## src/usage_limit_watchdog_top_assert.svh

```systemverilog
// Assertion macros for the usage limit watchdog.
// Each macro expects clk and rst_n in scope.
`ifndef USAGE_LIMIT_WATCHDOG_TOP_ASSERT_SVH
`define USAGE_LIMIT_WATCHDOG_TOP_ASSERT_SVH

// Same-cycle implication.
`define UWD_ASSERT_NOW(label, ante, cons, msg) \
  label: assert property (@(posedge clk) disable iff (!rst_n) (ante) |-> (cons)) \
    else $error(msg);

// Next-cycle implication.
`define UWD_ASSERT_NEXT(label, ante, cons, msg) \
  label: assert property (@(posedge clk) disable iff (!rst_n) (ante) |=> (cons)) \
    else $error(msg);

`endif

```

## src/uwd_pkg.sv

```systemverilog
`default_nettype none

package uwd_pkg;

  localparam int unsigned DATA_W   = 32;
  localparam int unsigned STREAK_W = 16;
  localparam int unsigned CODE_W   = 3;
  localparam int unsigned ADDR_W   = 4;

  // outcome codes
  localparam logic [CODE_W-1:0] OUT_OK        = 3'd0;
  localparam logic [CODE_W-1:0] OUT_SKIPPED   = 3'd1;
  localparam logic [CODE_W-1:0] OUT_VIOLATION = 3'd2;
  localparam logic [CODE_W-1:0] OUT_CRITICAL  = 3'd3;
  localparam logic [CODE_W-1:0] OUT_ERROR     = 3'd4;

  // monitor modes
  localparam logic [CODE_W-1:0] MODE_IDLE       = 3'd0;
  localparam logic [CODE_W-1:0] MODE_OK         = 3'd1;
  localparam logic [CODE_W-1:0] MODE_VIOLATION  = 3'd2;
  localparam logic [CODE_W-1:0] MODE_CRITICAL   = 3'd3;
  localparam logic [CODE_W-1:0] MODE_RECOVERING = 3'd4;
  localparam logic [CODE_W-1:0] MODE_ERROR      = 3'd5;

  // register indexes (paddr[3:2])
  localparam logic [1:0] REG_INTERVAL = 2'd0;
  localparam logic [1:0] REG_RES_LIM  = 2'd1;
  localparam logic [1:0] REG_VIRT_LIM = 2'd2;
  localparam logic [1:0] REG_CRIT     = 2'd3;

endpackage

`default_nettype wire

```

## src/uwd_in_if.sv

```systemverilog
`default_nettype none

interface uwd_in_if import uwd_pkg::*; ();
  logic              valid;
  logic              ready;
  logic [DATA_W-1:0] time_ms;
  logic [DATA_W-1:0] resident_kb;
  logic [DATA_W-1:0] virtual_kb;
  logic              read_failed;

  modport source (output valid, time_ms, resident_kb, virtual_kb, read_failed,
                  input ready);
  modport sink (input valid, time_ms, resident_kb, virtual_kb, read_failed,
                output ready);
endinterface

`default_nettype wire

```

## src/uwd_out_if.sv

```systemverilog
`default_nettype none

interface uwd_out_if import uwd_pkg::*; ();
  logic              valid;
  logic              ready;
  logic [CODE_W-1:0] outcome;
  logic [CODE_W-1:0] monitor_state;
  logic [DATA_W-1:0] total_violations;
  logic [DATA_W-1:0] streak_violations;
  logic              violation_event;
  logic              critical_event;

  modport source (output valid, outcome, monitor_state, total_violations,
                  streak_violations, violation_event, critical_event,
                  input ready);
  modport sink (input valid, outcome, monitor_state, total_violations,
                streak_violations, violation_event, critical_event,
                output ready);
endinterface

`default_nettype wire

```

## src/usage_limit_watchdog_top.sv

```systemverilog
// Channel  | Dir | Handshake      | Payload
// ---------+-----+----------------+------------------------------------------------
// in_ch    | in  | valid/ready    | time_ms, resident_kb, virtual_kb, read_failed
// out_ch   | out | valid/ready    | outcome, monitor_state, total/streak counts, events
// APB      | in  | psel/penable   | 4 x 32-bit regs at bytes 0,4,8,12; crit is 16-bit
//
// One sample per cycle sustained while out_ch takes results; each sample passes
// through the input register, then the result register, and out_ch.valid rises
// when the sample loads the result register.
// The state update is one compare/subtract/increment pass between the two registers.
// Synchronous active-low rst_n clears config, valid flags, counters and monitor state.
// A stalled out_ch holds the result and backs up into the input register; in_ch
// stays ready as long as the input register is empty or moving forward.
`default_nettype none

`include "usage_limit_watchdog_top_assert.svh"

module usage_limit_watchdog_top import uwd_pkg::*; (
  input  wire              clk,
  input  wire              rst_n,
  uwd_in_if.sink           in_ch,
  uwd_out_if.source        out_ch,
  input  wire              psel,
  input  wire              penable,
  input  wire              pwrite,
  input  wire [ADDR_W-1:0] paddr,
  input  wire [DATA_W-1:0] pwdata,
  output logic [DATA_W-1:0] prdata,
  output logic             pready
);

  localparam logic [DATA_W-1:0] SAT_MAX = '1;

  // configuration
  logic [DATA_W-1:0]   interval_r;
  logic [DATA_W-1:0]   res_lim_r;
  logic [DATA_W-1:0]   virt_lim_r;
  logic [STREAK_W-1:0] crit_r;

  // monitor state
  logic [DATA_W-1:0] last_r, last_nxt;
  logic [DATA_W-1:0] total_r, total_nxt;
  logic [DATA_W-1:0] streak_r, streak_nxt;
  logic [CODE_W-1:0] mode_r, mode_nxt;

  // input register
  logic              s1_valid_r;
  logic [DATA_W-1:0] s1_time_r;
  logic [DATA_W-1:0] s1_res_r;
  logic [DATA_W-1:0] s1_virt_r;
  logic              s1_fail_r;

  // result register
  logic              out_valid_r;
  logic [CODE_W-1:0] outcome_r, outcome_nxt;
  logic              vev_r, vev_nxt;
  logic              cev_r, cev_nxt;
  logic [CODE_W-1:0] mode_out_r;
  logic [DATA_W-1:0] total_out_r;
  logic [DATA_W-1:0] streak_out_r;

  logic              out_load;
  logic              adv;
  logic              cfg_wr;
  logic [1:0]        reg_idx;
  logic [DATA_W-1:0] elapsed;
  logic              skip;
  logic              breach;

  // ---------------------------------------------------------------------------
  // Configuration port: always ready, write lands on the access phase.
  // ---------------------------------------------------------------------------
  assign pready  = 1'b1;
  assign reg_idx = paddr[3:2];
  assign cfg_wr  = psel && penable && pwrite && pready;

  always_ff @(posedge clk) begin
    if (!rst_n) begin
      interval_r <= '0;
      res_lim_r  <= '0;
      virt_lim_r <= '0;
      crit_r     <= '0;
    end else if (cfg_wr) begin
      unique case (reg_idx)
        REG_INTERVAL: interval_r <= pwdata;
        REG_RES_LIM:  res_lim_r  <= pwdata;
        REG_VIRT_LIM: virt_lim_r <= pwdata;
        REG_CRIT:     crit_r     <= pwdata[STREAK_W-1:0];
        default:      ;
      endcase
    end
  end

  always_comb begin
    unique case (reg_idx)
      REG_INTERVAL: prdata = interval_r;
      REG_RES_LIM:  prdata = res_lim_r;
      REG_VIRT_LIM: prdata = virt_lim_r;
      REG_CRIT:     prdata = {{(DATA_W-STREAK_W){1'b0}}, crit_r};
      default:      prdata = '0;
    endcase
  end

  // ---------------------------------------------------------------------------
  // Flow control: result register loads when empty or being drained; the input
  // register advances into it, and a new transfer refills the input register.
  // ---------------------------------------------------------------------------
  assign out_load    = !out_valid_r || out_ch.ready;
  assign adv         = s1_valid_r && out_load;
  assign in_ch.ready = !s1_valid_r || out_load;

  always_ff @(posedge clk) begin
    if (!rst_n) begin
      s1_valid_r <= 1'b0;
    end else if (in_ch.ready) begin
      s1_valid_r <= in_ch.valid;
    end
  end

  always_ff @(posedge clk) begin
    if (in_ch.ready && in_ch.valid) begin
      s1_time_r <= in_ch.time_ms;
      s1_res_r  <= in_ch.resident_kb;
      s1_virt_r <= in_ch.virtual_kb;
      s1_fail_r <= in_ch.read_failed;
    end
  end

  // ---------------------------------------------------------------------------
  // Check logic. Elapsed time wraps mod 2^32; a stored time of zero means the
  // monitor has never checked, so nothing is skipped.
  // ---------------------------------------------------------------------------
  assign elapsed = s1_time_r - last_r;
  assign skip    = (last_r != '0) && (elapsed < interval_r);
  assign breach  = ((res_lim_r != '0) && (s1_res_r > res_lim_r)) ||
                   ((virt_lim_r != '0) && (s1_virt_r > virt_lim_r));

  always_comb begin
    last_nxt    = last_r;
    total_nxt   = total_r;
    streak_nxt  = streak_r;
    mode_nxt    = mode_r;
    outcome_nxt = OUT_SKIPPED;
    vev_nxt     = 1'b0;
    cev_nxt     = 1'b0;
    priority if (skip) begin
      outcome_nxt = OUT_SKIPPED;
    end else if (s1_fail_r) begin
      last_nxt    = s1_time_r;
      mode_nxt    = MODE_ERROR;
      outcome_nxt = OUT_ERROR;
    end else if (breach) begin
      last_nxt   = s1_time_r;
      total_nxt  = (total_r == SAT_MAX) ? total_r : total_r + 1'b1;
      streak_nxt = (streak_r == SAT_MAX) ? streak_r : streak_r + 1'b1;
      vev_nxt    = 1'b1;
      if ((crit_r != '0) &&
          (streak_nxt >= {{(DATA_W-STREAK_W){1'b0}}, crit_r})) begin
        mode_nxt    = MODE_CRITICAL;
        outcome_nxt = OUT_CRITICAL;
        cev_nxt     = 1'b1;
      end else begin
        mode_nxt    = MODE_VIOLATION;
        outcome_nxt = OUT_VIOLATION;
      end
    end else begin
      // clean sample ends the streak
      last_nxt    = s1_time_r;
      streak_nxt  = '0;
      mode_nxt    = ((mode_r == MODE_VIOLATION) || (mode_r == MODE_CRITICAL)) ?
                    MODE_RECOVERING : MODE_OK;
      outcome_nxt = OUT_OK;
    end
  end

  // State commits only when the sample moves into the result register.
  always_ff @(posedge clk) begin
    if (!rst_n) begin
      last_r   <= '0;
      total_r  <= '0;
      streak_r <= '0;
      mode_r   <= MODE_IDLE;
    end else if (adv) begin
      last_r   <= last_nxt;
      total_r  <= total_nxt;
      streak_r <= streak_nxt;
      mode_r   <= mode_nxt;
    end
  end

  always_ff @(posedge clk) begin
    if (!rst_n) begin
      out_valid_r <= 1'b0;
    end else if (out_load) begin
      out_valid_r <= s1_valid_r;
    end
  end

  always_ff @(posedge clk) begin
    if (adv) begin
      outcome_r    <= outcome_nxt;
      mode_out_r   <= mode_nxt;
      total_out_r  <= total_nxt;
      streak_out_r <= streak_nxt;
      vev_r        <= vev_nxt;
      cev_r        <= cev_nxt;
    end
  end

  assign out_ch.valid             = out_valid_r;
  assign out_ch.outcome           = outcome_r;
  assign out_ch.monitor_state     = mode_out_r;
  assign out_ch.total_violations  = total_out_r;
  assign out_ch.streak_violations = streak_out_r;
  assign out_ch.violation_event   = vev_r;
  assign out_ch.critical_event    = cev_r;

  // ---------------------------------------------------------------------------
  // Assertions
  // ---------------------------------------------------------------------------
  `UWD_ASSERT_NOW(a_streak_le_total, 1'b1, streak_r <= total_r,
                  "violation streak exceeds total")
  `UWD_ASSERT_NEXT(a_state_holds, !adv,
                   $stable(total_r) && $stable(streak_r) && $stable(last_r),
                   "monitor state changed without a sample")
  `UWD_ASSERT_NOW(a_crit_implies_viol, out_valid_r && cev_r,
                  vev_r && (outcome_r == OUT_CRITICAL) && (mode_out_r == MODE_CRITICAL),
                  "critical event without matching violation result")

endmodule

`default_nettype wire
```

## src/flat_wrapper.sv

```systemverilog
// flat-port wrapper written by rule: the top's interface ports become plain ports
module usage_limit_watchdog_top_flat import uwd_pkg::*;
  (clk, rst_n, psel, penable, pwrite, paddr, pwdata, prdata, pready, in_ch_valid, in_ch_time_ms, in_ch_resident_kb, in_ch_virtual_kb, in_ch_read_failed, in_ch_ready, out_ch_valid, out_ch_outcome, out_ch_monitor_state, out_ch_total_violations, out_ch_streak_violations, out_ch_violation_event, out_ch_critical_event, out_ch_ready);
  uwd_in_if in_ch_i ();
  uwd_out_if out_ch_i ();
  input  wire clk;
  input  wire rst_n;
  input  wire psel;
  input  wire penable;
  input  wire pwrite;
  input  wire [ADDR_W-1:0] paddr;
  input  wire [DATA_W-1:0] pwdata;
  output logic [DATA_W-1:0] prdata;
  output logic pready;
  input wire logic [$bits(in_ch_i.valid)-1:0] in_ch_valid;
  input wire logic [$bits(in_ch_i.time_ms)-1:0] in_ch_time_ms;
  input wire logic [$bits(in_ch_i.resident_kb)-1:0] in_ch_resident_kb;
  input wire logic [$bits(in_ch_i.virtual_kb)-1:0] in_ch_virtual_kb;
  input wire logic [$bits(in_ch_i.read_failed)-1:0] in_ch_read_failed;
  output wire logic [$bits(in_ch_i.ready)-1:0] in_ch_ready;
  output wire logic [$bits(out_ch_i.valid)-1:0] out_ch_valid;
  output wire logic [$bits(out_ch_i.outcome)-1:0] out_ch_outcome;
  output wire logic [$bits(out_ch_i.monitor_state)-1:0] out_ch_monitor_state;
  output wire logic [$bits(out_ch_i.total_violations)-1:0] out_ch_total_violations;
  output wire logic [$bits(out_ch_i.streak_violations)-1:0] out_ch_streak_violations;
  output wire logic [$bits(out_ch_i.violation_event)-1:0] out_ch_violation_event;
  output wire logic [$bits(out_ch_i.critical_event)-1:0] out_ch_critical_event;
  input wire logic [$bits(out_ch_i.ready)-1:0] out_ch_ready;
  assign in_ch_i.valid = in_ch_valid;
  assign in_ch_i.time_ms = in_ch_time_ms;
  assign in_ch_i.resident_kb = in_ch_resident_kb;
  assign in_ch_i.virtual_kb = in_ch_virtual_kb;
  assign in_ch_i.read_failed = in_ch_read_failed;
  assign in_ch_ready = in_ch_i.ready;
  assign out_ch_valid = out_ch_i.valid;
  assign out_ch_outcome = out_ch_i.outcome;
  assign out_ch_monitor_state = out_ch_i.monitor_state;
  assign out_ch_total_violations = out_ch_i.total_violations;
  assign out_ch_streak_violations = out_ch_i.streak_violations;
  assign out_ch_violation_event = out_ch_i.violation_event;
  assign out_ch_critical_event = out_ch_i.critical_event;
  assign out_ch_i.ready = out_ch_ready;
  usage_limit_watchdog_top u_core (.clk(clk), .rst_n(rst_n), .in_ch(in_ch_i), .out_ch(out_ch_i), .psel(psel), .penable(penable), .pwrite(pwrite), .paddr(paddr), .pwdata(pwdata), .prdata(prdata), .pready(pready));
endmodule
```

## config.mk

```make
export PLATFORM = sky130hd
export DESIGN_NAME = usage_limit_watchdog_top_flat
export DESIGN_NICKNAME = d
export VERILOG_FILES = /design/src/uwd_pkg.sv /design/src/uwd_in_if.sv /design/src/uwd_out_if.sv /design/src/usage_limit_watchdog_top.sv /design/src/flat_wrapper.sv
export VERILOG_INCLUDE_DIRS = /design/src /design/src/src
export SDC_FILE = /design/constraint.sdc
export NUM_CORES = 1
export LEC_CHECK = 0
export ABC_CLOCK_PERIOD_IN_PS = 12700
export BUFFER_PORTS_ARGS = -buffer_cell sky130_fd_sc_hd__buf_2
export CELL_PAD_IN_SITES_DETAIL_PLACEMENT = 1
export CELL_PAD_IN_SITES_GLOBAL_PLACEMENT = 2
export CORE_UTILIZATION = 39
export DETAILED_ROUTE_END_ITERATION = 8
export PLACE_DENSITY = 0.81
export RECOVER_POWER = 25
export SLEW_MARGIN = 5
export SYNTH_ARGS = -nofsm -noshare
export SYNTH_HDL_FRONTEND = slang
export SYNTH_SLANG_ARGS = --single-unit
```

## constraint.sdc

```tcl
create_clock -name clk -period 12.7 [get_ports clk]
set_input_delay 0.635 -clock clk [delete_from_list [all_inputs] [get_ports clk]]
set_output_delay 0.635 -clock clk [all_outputs]
set_load 0.05 [all_outputs]
```

**Yosys cells after proc, flatten, opt, wreduce, memory -nomap -nowiden**

Cells that the tools add are included.

- Logic and storage cells: 81
- Output and inout port bits: 107
- Bits of input ports: 140
- Register bits after elaboration: 382

- Equality and inequality tests: 7
- Reductions and logical operators: 26
- $add $sub $neg: 3
- Bitwise gates (word level): 2
- Mux-type cells: 18
- Magnitude comparators: 4

Operator list:

| kind | number |
|---|---|
| two-way mux 32 bit | 8 |
| one-hot mux 32 bit (4 select lines) | 1 |
| nonzero test 32 bit | 3 |
| adder 32 x 1 -> 32 bit, second input constant | 2 |
| == test 32 bit, second input constant | 2 |
| greater-than comparator 32 bit | 2 |
| >= comparator 32 x 16 -> 1 bit | 1 |
| < comparator 32 bit | 1 |
| subtractor 32 bit | 1 |
| nonzero test 16 bit | 1 |
| two-way mux 3 bit | 5 |
| AND reduction 2 bit | 5 |
| logical AND 1 bit | 8 |
| == test 3 x 2 -> 1 bit, second input constant | 2 |
| == test 2 bit, second input constant | 2 |
| logical OR 1 bit | 4 |
| two-way mux 1 bit | 3 |
| OR reduction 3 bit | 1 |
| == test 2 x 1 -> 1 bit, second input constant | 1 |
| zero test 1 bit | 2 |
| zero test 2 bit | 1 |
| two-way mux 2 bit | 1 |
| inverter 1 bit | 2 |
| OR reduction 2 bit | 1 |

**Longest topological paths before layout**

Gate-level depths: netlist of the first run.

- Depth in word-level cells: 8
- Mapped depth: 26
- Depth with buffers taken out: 24

**Worst setup path after synthesis of the first run**

No wires, ideal clock.

- Path type: flip-flop to flip-flop
- Start point: register u_core.s1_time_r[8]
- End point: register u_core.streak_out_r[25] (netlist: u_core.out_ch.streak_violations[25]), data pin
- Path slack: 7.634 ns
- Stages on the path, launching flop included: 23
- Arrival time: 4.810 ns
- Buffers on the path: 2
- Data required time: 12.444 ns
- Library setup time: 0.256 ns
- Clock period less this slack: 5.066 ns
- Cell sequence: edfxtp_1 ha_1 a2111oi_0 or3b_1 nand3b_1 and3_1 and3_1 o21ai_0 nand2b_1 a21oi_1 xnor2_1 ha_1 a21o_1 a21o_1 a21oi_1 o21ai_0 a2111oi_0 o21ai_1 o211ai_1 inv_2 buf_6 clkbuf_1 a31o_2

- Cells in the longest elaborated chain, start to end: 4

Ends and longest elaborated chain:

| what | RTL line | source |
|---|---|---|
| start: declaration | usage_limit_watchdog_top.sv:48 | `logic [DATA_W-1:0] s1_time_r;` |
| start signal: assignment | usage_limit_watchdog_top.sv:122 | `s1_time_r <= in_ch.time_ms;` |
| subtractor 32 bit | usage_limit_watchdog_top.sv:133 | `assign elapsed = s1_time_r - last_r;` |
| < comparator 32 bit | usage_limit_watchdog_top.sv:134 | `assign skip = (last_r != '0) && (elapsed < interval_r);` |
| logical AND 1 bit | usage_limit_watchdog_top.sv:134 |  |
| two-way mux 32 bit | usage_limit_watchdog_top.sv:146 | `priority if (skip) begin` |
| named net u_core.streak_nxt[25] | usage_limit_watchdog_top.sv:43 | `logic [DATA_W-1:0] streak_r, streak_nxt;` |
| end signal: assignment | usage_limit_watchdog_top.sv:204 | `streak_out_r <= streak_nxt;` |
| end: declaration | usage_limit_watchdog_top.sv:60 | `logic [DATA_W-1:0] streak_out_r;` |

The timed path passes the listed nets, and every way through them passes these cells.
A chain may end at the register's enable or synchronous reset.

**Worst setup path after layout of the first run**

- Start point: register u_core.s1_time_r[8]
- End point: register u_core.total_out_r[1] (netlist: u_core.out_ch.total_violations[1]), data pin

- Cells in the longest elaborated chain, start to end: 4

Ends and longest elaborated chain:

| what | RTL line | source |
|---|---|---|
| subtractor 32 bit | usage_limit_watchdog_top.sv:133 |  |
| < comparator 32 bit | usage_limit_watchdog_top.sv:134 |  |
| logical AND 1 bit | usage_limit_watchdog_top.sv:134 |  |
| two-way mux 32 bit | usage_limit_watchdog_top.sv:146 |  |
| named net u_core.total_nxt[1] | usage_limit_watchdog_top.sv:42 | `logic [DATA_W-1:0] total_r, total_nxt;` |
| end signal: assignment | usage_limit_watchdog_top.sv:203 | `total_out_r <= total_nxt;` |
| end: declaration | usage_limit_watchdog_top.sv:59 | `logic [DATA_W-1:0] total_out_r;` |

The timed path passes the listed nets, and every way through them passes these cells.

==> impl_results.md, run 1 <==
* Worst Reg2Reg Path Length in Cells at 24
* Met2 Routed Length at between 30 and 40 mm
* CTS tree: built
* Row count at 84
* Violated checks: max-capacitance violations, max-slew violations
* ANT nets after route at 0
* Layout Nets at 2752
* Peak VDD IR at about 0.1 mV
* Reg2Reg Setup Slack at 5.96 ns
* Avg Inst Size Synth at a little over 9 um^2
* Clk pin slew, worst setup/hold paths at 0.06 ns
* Hold Slack at 0.222 ns
* WS Path Type: reg2reg
* Setup crit start kind: flop
* I/O pins at 247
* Yosys top cell by area: edfxtp_1
* Vias after detailed routing at between 15000 and 20000
* Most common cell after layout, fill and taps aside: nand2_1
* DR WL/cell at 20.2 um
* Antenna violations before repair at 3
* Die area at 54300 um^2
* Relative slew slack at -103%
* Final setup vio count at 0
* Max cap viols at 3
* Remaining DRCs at 0
* Area contributors post-synth: edfxtp_1 24%, dfxtp_1 20%, ha_1 8.7%, nand2_1 7.6%, a21oi_1 6.0%
* HP Class: in2reg
* Setup bufs post-CTS at 0
* CTS Buf Count at 45
* Max Clk Rate at ~150 MHz
* Die X at 233 um
* Design Power at 3.22 mW
* Max H-tree Level at 2
* Fin util at a little under half
* Pins over their slew limit at ~150
* Detailed Place HPWL at about 47 mm
* CTS root buf: clkbuf_16
* Post-CTS Hold Buffers at 0
* Flops & latches, synth at 382
* RSZ-0062 raised after global routing: false
* Gate count of the mapped netlist at roughly 2300
* CP arrival at 7.08 ns
* Critical Path Sink: u_core.out_ch.total_violations[1]
* Final RePlAce weighted congestion at roughly 0.88
* Post_cts resized at 0
* Die height at 233 um
* Synthesized cell area at 20800 um^2
* Initial Util at roughly 40%
* CP startpoint: u_core.s1_time_r[8]
* Synth-to-Final Area Change at 14.9%
* Vias in the first global route at 18000
* Sequential share of the synthesized area at 44.8%
* TNS Setup at 0 ns
* 1st-iter DRT viols at 942
* CTS max path bufs at 3
* Hold_sp: in_ch_resident_kb[3]
* Slew @ Worst Pin at between 3 and 4 ns
* Worst Skew at 0.0356 ns
* Async SR Flop Fraction at 0%
* Post-Layout Cell Count at approximately 3200
* Pin count of the biggest net entering global routing at about 100
* Outcome: finished, violations left
* Total power per unit cell area at 134 nW/um^2
* DRT Pass-1 Iters at 4
* Syn nets at around 2600
* Synth cell types at between 80 and 90
* Metal-1 WL at 27.6 mm
* Met3 WL at 2.18 mm
* YS warnings at 0
* EDFF count, synth at 169
* Min Tclk post-route at 6.74 ns
* Critical R2R Capture: u_core.out_ch.total_violations[1]
* Commonest cells after routing, fill and taps aside: 422 x nand2_1, 250 x a21oi_1, 227 x buf_2
* Worst-skew pair later-pin latency at 0.59 ns
* CTS sink cnt at 382
* Static Leakage at 8.93 nW
* Top FF cell, synth: dfxtp_1
* Dpl cells at 3108
* Cell Area, Placed at around 23000 um^2
* Total wire length at 64.4 mm
* WP data required at 13.04 ns
* First-pass GRT wire length at 100 mm
* GRT Util Overall at 23.6%
* Final period util at between 50% and 60%
* Grt ovf at 0
* Worst slack, placed at 5.83 ns
* Crit. End Element: flop
* Share of the synthesized area in the top cell type at about a quarter
* Core box area at 52700 um^2
* DR vias/cell at roughly 5.5
* Finished Cell Area at 23900 um^2
* Fin. Hold Viols at 0
* Uppermost layer routed: met5
* Final WS setup at 5.96 ns
* Crit-path max FO at between 70 and 80
* Port bufs at 243
* Critical R2R Launch: u_core.s1_time_r[8]
* Fraction of final layout cells with drive strength greater than 1 at 14.5%
-- cell usage after synthesis (all sizes together) (7+ instances only) --
master	count
o31ai	10
o21ai	66
a21oi	250
dfxtp	213
o21a	13
a31o	7
buf	30
and2	16
or3	11
nand4	63
nor4	37
and3	35
inv	165
a31oi	8
mux2i	47
nor2	50
clkbuf	96
nand2b	40
nand3	74
edfxtp	169
a22o	13
and4	10
xor2	21
nand2	423
a21o	55
xnor2	58
a21boi	17
nor2b	9
o21bai	7
or2	7
nor3	39
mux4	16
ha	144
-- report_power, final --
part / switching, mW / internal, mW / leakage, nW
clock: 0.524 / 0.752 / 0.715
combinational: 0.381 / 0.190 / 4.90
sequential: 0.0308 / 1.34 / 3.32
total: 0.936 / 2.28 / 8.93
-- worst max-delay path, cell delays in order (launching register included) --
cell	delay, ns
edfxtp_1	0.41
ha_1	0.38
a2111oi_0	0.51
or3b_1	0.39
nand3b_1	0.22
a21oi_1	0.33
o32a_1	0.28
a211oi_1	0.12
nor2_1	0.17
a21oi_1	0.10
xor2_1	0.16
ha_1	0.31
a21oi_1	0.15
nor2b_1	0.06
o21ai_0	0.15
o21ai_0	0.11
a2111oi_0	0.62
buf_4	0.23
o21ai_1	0.19
o211ai_1	0.16
buf_4	0.41
inv_2	0.04
buf_4	0.38
nand2_1	0.27
mux2_2	0.35
-- cell type report --
| type | instances | area (um^2) |
|---|---|---|
| Antenna cell | 1 | 2.50 |
| Clock buffer | 67 | 1310 |
| Clock inverter | 15 | 133 |
| Fill cell | 6078 | 28700 |
| Inverter | 166 | 626 |
| Multi-Input combinational cell | 1610 | 10300 |
| Sequential cell | 382 | 9340 |
| Tap cell | 688 | 861 |
| Timing Repair Buffer | 262 | 1330 |
-- logic make-up (layout without fill, tap and decap cells) --
kind of cell	after synthesis	in the layout	synth area share, %
flip-flops	382	382	44.8
AO/OA/AOI/OAI	495	495	14.4
buffers and inverters	292	510	5.75
multiplexers	65	65	4.10
adder cells (fa/ha/maj)	145	145	8.75
AND/OR/NAND/NOR	825	825	18.8
other	1	2	0.0180
XOR/XNOR	79	79	3.32
-- flip-flops by register name, indices dropped and copies added, names as in the netlist --
register	cells
u_core.s1_time_r	32
u_core.out_ch.monitor_state	3
u_core.total_r	32
u_core.mode_r	3
u_core.s1_virt_r	32
u_core.out_ch.critical_event	1
u_core.out_ch.violation_event	1
u_core.res_lim_r	32
u_core.last_r	32
u_core.out_ch.streak_violations	32
u_core.out_ch.valid	1
u_core.streak_r	32
u_core.s1_valid_r	1
u_core.virt_lim_r	32
u_core.s1_fail_r	1
u_core.out_ch.total_violations	32
u_core.crit_r	16
u_core.out_ch.outcome	3
u_core.interval_r	32
u_core.s1_res_r	32
-- metal layers --
metal  track usage (%)  up-vias
met5                 0        -
met4              7.52        2
met3              3.32       95
met2              42.7      296
met1              28.6     8573
li1                  -     8442
-- how the worst min path moves through the flow --
stage | to | slack [ns] | cells after the start
after floorplan | u_core.interval_r[0] | 0.44 | 2
after global placement | u_core.last_r[20] | 0.46 | 2
after detailed placement | u_core.last_r[1] | 0.47 | 2
after CTS | u_core.s1_fail_r | 0.18 | 1
after global routing | u_core.s1_res_r[1] | 0.20 | 1
final | u_core.s1_res_r[3] | 0.22 | 1
Note: power is estimated with default switching activity, not from simulation.
==> inputs of run 2 (changes only) <==
- ABC_CLOCK_PERIOD_IN_PS: 12700 -> 5700
- CORE_UTILIZATION: 39 -> 33
- PLACE_DENSITY: 0.81 -> 0.73
- clock period: 12.7 -> 5.7 ns (I/O delays scaled with it)
==> run 2 against run 1 <==
  * Largest cell class unchanged
  * Via count is 4.7% higher
  * Wire length is 8.7% higher
  * The run still ends with max-capacitance violations, max-slew violations left
  * Critical path depth is 1 lower
  * Fmax is 24% higher
  * Final cell count is 10% higher
  * Utilization is 3.7 points lower
  * Highest routed layer unchanged
==> impl_results.md, run 2 (synthesis gave the netlist of run 1 again) <==
* Final period util at 95.1%
* Slew @ Worst Pin at 3.37 ns
* 1st-iter DRT viols at 897
* Worst Reg2Reg Path Length in Cells at 23
* Synth-to-Final Area Change at 24.3%
* ANT nets after route at 0
* CTS root buf: clkbuf_16
* Peak VDD IR at 0.215 mV
* Crit-path max FO at 7
* Port bufs at approximately 240
* Static Leakage at roughly 9.6 nW
* Worst-skew pair later-pin latency at 0.61 ns
* CTS tree: built
* Setup crit start kind: flop
* Total wire length at around 70 mm
* Final RePlAce weighted congestion at 0.931
* Die height at approximately 250 um
* CP startpoint: u_core.s1_time_r[8]
* Reg2Reg Setup Slack at 0.28 ns
* Vias in the first global route at between 15000 and 20000
* RSZ-0062 raised after global routing: false
* Worst slack, placed at 0.0989 ns
* Die area at 64100 um^2
* Max H-tree Level at 2
* First-pass GRT wire length at around 110 mm
* Detailed Place HPWL at 50.4 mm
* Grt ovf at 0
* TNS Setup at 0 ns
* Pins over their slew limit at 78
* Post-Layout Cell Count at 3515
* Critical Path Sink: u_core.streak_r[7]
* CP arrival at 5.90 ns
* GRT Util Overall at 21.8%
* WP data required at approximately 6.2 ns
* Min Tclk post-route at 5.42 ns
* Remaining DRCs at 0
* Clk pin slew, worst setup/hold paths at approximately 0.060 ns
* Pin count of the biggest net entering global routing at 95
* Antenna violations before repair at 5
* Critical R2R Capture: u_core.streak_r[7]
* I/O pins at 247
* Initial Util at 33.6%
* Worst Skew at 0.0335 ns
* Outcome: finished, violations left
* WS Path Type: reg2reg
* Relative slew slack at -126%
* Vias after detailed routing at 18200
* DRT Pass-1 Iters at 4
* Dpl cells at 3290
* Row count at 91
* Violated checks: max-capacitance violations, max-slew violations
* Fill cells at 7192
* DR vias/cell at 5.18
* Fin. Hold Viols at 0
* Final setup vio count at 0
* Max cap viols at 1
* Critical R2R Launch: u_core.s1_time_r[8]
* Fraction of final layout cells with drive strength greater than 1 at a little over an eighth
* Total power per unit cell area at 292 nW/um^2
* CTS Buf Count at 47
* Die X at ~250 um
* Fin util at 41.7%
* Core box area at 62100 um^2
* CTS max path bufs at 3
* Commonest cells after routing, fill and taps aside: 423 x nand2_1, 247 x a21oi_1, 213 x dfxtp_1
* HP Class: in2reg
* Worst hold stages at 4
* Crit. End Element: flop
* Final WS setup at ~0.28 ns
* DR WL/cell at approximately 20 um
* CTS sink cnt at between 300 and 400
* Max Clk Rate at 184 MHz
* Design Power at 7.55 mW
* Most common cell after layout, fill and taps aside: nand2_1
* Layout Nets at 2921
run 2: cell count changes in the layout (fill, tap and decap cells not counted), sizes merged, moves of 2 or more:
cell	change
inv	+2
dlygate4sd3	+131
clkbuf	+62
diode	+2
buf	-22
run 2: critical path: stages, from the launching register on:
cell and delay, ns:
edfxtp_1 0.40, ha_1 0.34, a2111oi_2 0.38, or3b_1 0.37, nand3b_1 0.24, and3_1 0.25
and3_1 0.18, o21ai_0 0.15, nand2b_1 0.07, a21oi_1 0.18, xnor2_1 0.14, ha_1 0.26
a21o_1 0.16, a21o_1 0.17, a21oi_1 0.14, o21ai_0 0.08, a2111oi_1 0.43, buf_4 0.20
o21ai_1 0.13, o211ai_1 0.21, buf_4 0.26, nor3_2 0.10, buf_12 0.29, a22o_1 0.18
run 2: final cells by class:
cell class,instances,area (um^2),share of cell area [%]
diodes,3,7.51,0.0290
clock buffers,71,1390,5.37
clock inverters,17,175,0.677
inverters,166,627,2.42
multi-input cells,1610,10300,40.0
flip-flops and latches,382,9340,36.1
well taps,837,1050,4.05
repair buffers,429,2960,11.4
run 2: how the worst min path moves through the flow:
stage	from	end	slack (ns)
6_report	rst_n	u_core.streak_r[18]	0.24
5_1_grt	rst_n	u_core.streak_r[18]	0.25
4_1_cts	rst_n	u_core.streak_r[18]	0.20
3_5_place_dp	in_ch_time_ms[29]	u_core.s1_time_r[29]	0.46
3_3_place_gp	u_core.last_r[28]	u_core.last_r[28]	0.46
2_1_floorplan	in_ch_read_failed	u_core.s1_fail_r	0.38
run 2: report_power, final:
part	switching (mW)	leakage [nW]	internal, mW
clock	1.25	0.761	1.78
sequential	0.0709	3.32	2.98
combinational	0.900	5.52	0.566
total	2.22	9.60	5.33
run 2: routing by layer:
layer  GRT usage [%]  wire, um  up-vias
li1                -         -     8801
met5               0        23        -
met3            2.83      2650      122
met1            26.0     29500     8936
met2            39.9     35600      355
met4            7.24      2160        4
run 2: through the flow:
| step | instance area (um^2) | hold WS (ns) |
|---|---|---|
| 4_1_cts | 25900 | 0.204 |
| 5_1_grt | 25900 | 0.246 |
| 3_3_place_gp | 23000 | 0.460 |
| 2_1_floorplan | 20800 | 0.384 |
| 6_report | 25900 | 0.238 |
| 3_5_place_dp | 23000 | 0.463 |
run 2: repair_timing:
action | CTS | global route
hold buffers | 131 | 0
endpoints found under the hold margin | 201 | 0
resized for setup | 0 | 8
endpoints found under the setup margin | 0 | 123
buffers inserted | 0 | 3
==> inputs of run 3 (changes only) <==
- ABC_AREA: unset -> 1
- CORE_UTILIZATION: 33 -> 31
- PLACE_DENSITY: 0.73 -> 0.72
==> run 3 against run 2 <==
  * The run ends with design-rule violations, max-capacitance violations, max-slew violations left
  * Synthesized area is 0.56% lower
  * Fmax is 4.6% higher
  * Sequential power is 5% higher
  * Sequential cell count stayed put
  * Clock power is 2% higher
  * Global-route usage is 1.0 points lower
  * Critical path type unchanged
==> impl_results.md, run 3 <==
* Outcome: finished, violations left
* Violated checks: design-rule violations, max-capacitance violations, max-slew violations
* Seq pwr share at 37.9%
* First-pass GRT wire length at roughly 110 mm
* Design Power at 8.42 mW
* Crit. End Element: flop
* Die X at 260 um
* Switch Pwr at approximately 2.8 mW
* CTS root buf: clkbuf_16
* EDFF count, synth at between 150 and 200
* Clock network fraction of total power at a little over a third
* Most used routing layer: met2
* Int Pwr at about 5.6 mW
* Min Tclk post-route at 5.18 ns
* Port bufs at approximately 240
* Dpl cells at ~3600
* Fill cells at 8013
* Static Leakage at 10.4 nW
* DRT Pass-1 Iters at 8
* Sw Ratio at 33.3%
* Met1 usage at between 20% and 30%
* Worst Skew at 0.0314 ns
* Fraction of final layout cells with drive strength greater than 1 at 9.36%
* WS Path Type: reg2reg
* Top-count cell post-synth: nand2_1
* Crit-path max cell delay at slightly above 0.4 ns
* CTS tree: built
* HP Class: in2reg
* DR WL/cell at 18.7 um
* Grt met3 use at between 2 and 3%
* ANT nets after route at 0
* Critical Path Stages at 28
* Final period util at 90.9%
* Max H-tree Level at 2
* Pins over their slew limit at about 120
* Row count at 94
* Met2 track demand over resource at 37.7%
* Layout Nets at 3205
* Detailed Place HPWL at around 53 mm
* Die height at about 260 um
* 1st-iter DRT viols at 950
* Synthesized cell area at 20700 um^2
* Total wire length at 71.3 mm
* Pin count of the biggest net entering global routing at 118
* WP data required at 6.01 ns
* Peak VDD IR at slightly below 0.2 mV
* Slew @ Worst Pin at 4.58 ns
* WP buf/inv at 4
* Avg Inst Size Synth at 7.96 um^2
* Initial Util at about a third
* Final RePlAce weighted congestion at 0.878
* CTS max path bufs at 3
* Grt ovf at 0
* Yosys top cell by area: edfxtp_1
* Relative slew slack at -205%
* Top FF cell, synth: dfxtp_1
* Slowest cell on crit path: fa_1
* CP arrival at 5.49 ns
* Antenna violations before repair at 0
* Share of the synthesized area in the top cell type at between 20% and 30%
* Crit-path leading delay family: simple AND/OR/NAND/NOR gates
* Die area at 67800 um^2
* Flops & latches, synth at 382
* Max cap viols at 1
* Gate power share at 25.4%
* Finished Cell Area at 25200 um^2
* Commonest cells after routing, fill and taps aside: 528 x nand2_1, 358 x inv_1, 319 x a21oi_1
* Total power per unit cell area at 334 nW/um^2
* Clk pin slew, worst setup/hold paths at 0.06 ns
* Most common cell after layout, fill and taps aside: nand2_1
* Remaining DRCs at 17
* I/O pins at 247
* Vias after detailed routing at 18900
* Synth cell count leaders: 529 x nand2_1, 359 x inv_1, 319 x a21oi_1, 251 x o21ai_0, 213 x dfxtp_1
* Crit-path max FO at 24
* Max Clk Rate at between 150 and 200 MHz
* DR vias/cell at 4.94
* Worst-skew pair later-pin latency at around 0.60 ns
* Sequential share of the synthesized area at a little under half
* TNS Setup at 0 ns
* Worst Reg2Reg Path Length in Cells at 28
* RSZ-0062 raised after global routing: true
* Core box area at 66000 um^2
* Synth cell types at 56
* Syn nets at 2888
* Worst hold stages at 3
* Final setup vio count at 0
* CTS sink cnt at 382
* Vias in the first global route at just under 20000
* Diode count at 0
* Fin. Hold Viols at 0
* GRT Util Overall at 20.8%
* Async SR Flop Fraction at 0%
* Post-Layout Cell Count at 3823
* Area contributors post-synth: edfxtp_1 25%, dfxtp_1 21%, nand2_1 9.6%, ha_1 8.7%, a21oi_1 7.7%
* YS warnings at 0
* Synth-to-Final Area Change at 21.9%
* Cell Area, Placed at ~23000 um^2
* CTS Buf Count at between 40 and 50
* Setup crit start kind: flop
* Gate count of the mapped netlist at 2603
* CP dominant cell by count: nand2_1
## run 3: cell families after synthesis
| kind of cell | Yosys count | share of synthesized area, % |
|---|---|---|
| simple gates | 927 | 18.9 |
| compound gates | 648 | 16.7 |
| buf+inv | 458 | 8.63 |
| flops | 382 | 45.1 |
| fa+ha+maj | 145 | 8.80 |
| xor+xnor | 42 | 1.78 |
| other cells | 1 | 0.0181 |
## run 3: worst register-to-register path, delay by kind of cell, from the launching register on
kind / cells / cell delay (ns)
AO/OA/AOI/OAI: 5 / 1.10
adder cells (fa/ha/maj): 3 / 0.86
AND/OR/NAND/NOR: 16 / 2.06
flip-flops: 1 / 0.37
buffers and inverters: 4 / 0.51
## run 3: final timing paths
path | start | endpoint | slack (ns)
worst min register to register | u_core.last_r[29] | u_core.last_r[29] | 0.48
worst max-delay path | u_core.s1_time_r[0] | u_core.out_ch.streak_violations[2] | 0.52
worst min-delay path | pwdata[18] | u_core.virt_lim_r[18] | 0.02
worst max register to register | u_core.s1_time_r[0] | u_core.out_ch.streak_violations[2] | 0.52
## run 3: metal layers
layer	vias to the layer above	routed length, um
li1	9366	-
met1	9095	30900
met2	295	35900
met3	112	2490
met4	0	2080
met5	-	0
## run 3: what timing repair did
| item | CTS | global route |
|---|---|---|
| hold buffers | 101 | 0 |
| setup endpoints to repair | 0 | 54 |
| buffers inserted | 0 | 1 |
| resized for setup | 0 | 5 |
| endpoints found under the hold margin | 106 | 0 |
## run 3: layout make-up
type	instances	area, um^2	area share, %
clock buffers	74	1340	5.29
inverters	368	1390	5.50
clock inverters	14	234	0.927
multi-input cells	1763	9600	38.0
well taps	864	1080	4.28
repair buffers	358	2260	8.97
flip-flops and latches	382	9340	37.0
## run 3: through the flow
stage | setup slack (ns) | util, % | hold slack, ns
2_1_floorplan | 1.71 | - | 0.384
3_3_place_gp | 0.691 | 34.4 | 0.458
3_5_place_dp | 0.440 | 34.4 | 0.459
4_1_cts | 0.420 | 38.3 | 0.00253
5_1_grt | 0.0265 | 38.2 | 0.0147
6_report | 0.517 | 38.2 | 0.0178
## run 3: power groups by stage
stage / Sequential [mW] / Combinational, mW / Clock, mW
finish: 3.19 / 2.14 / 3.08
global route: 3.21 / 2.42 / 3.27
CTS: 3.19 / 2.15 / 3.18
detailed placement: 3.25 / 2.08 / 0
global placement: 3.24 / 2.00 / 0
floorplan: 3.36 / 1.34 / 0
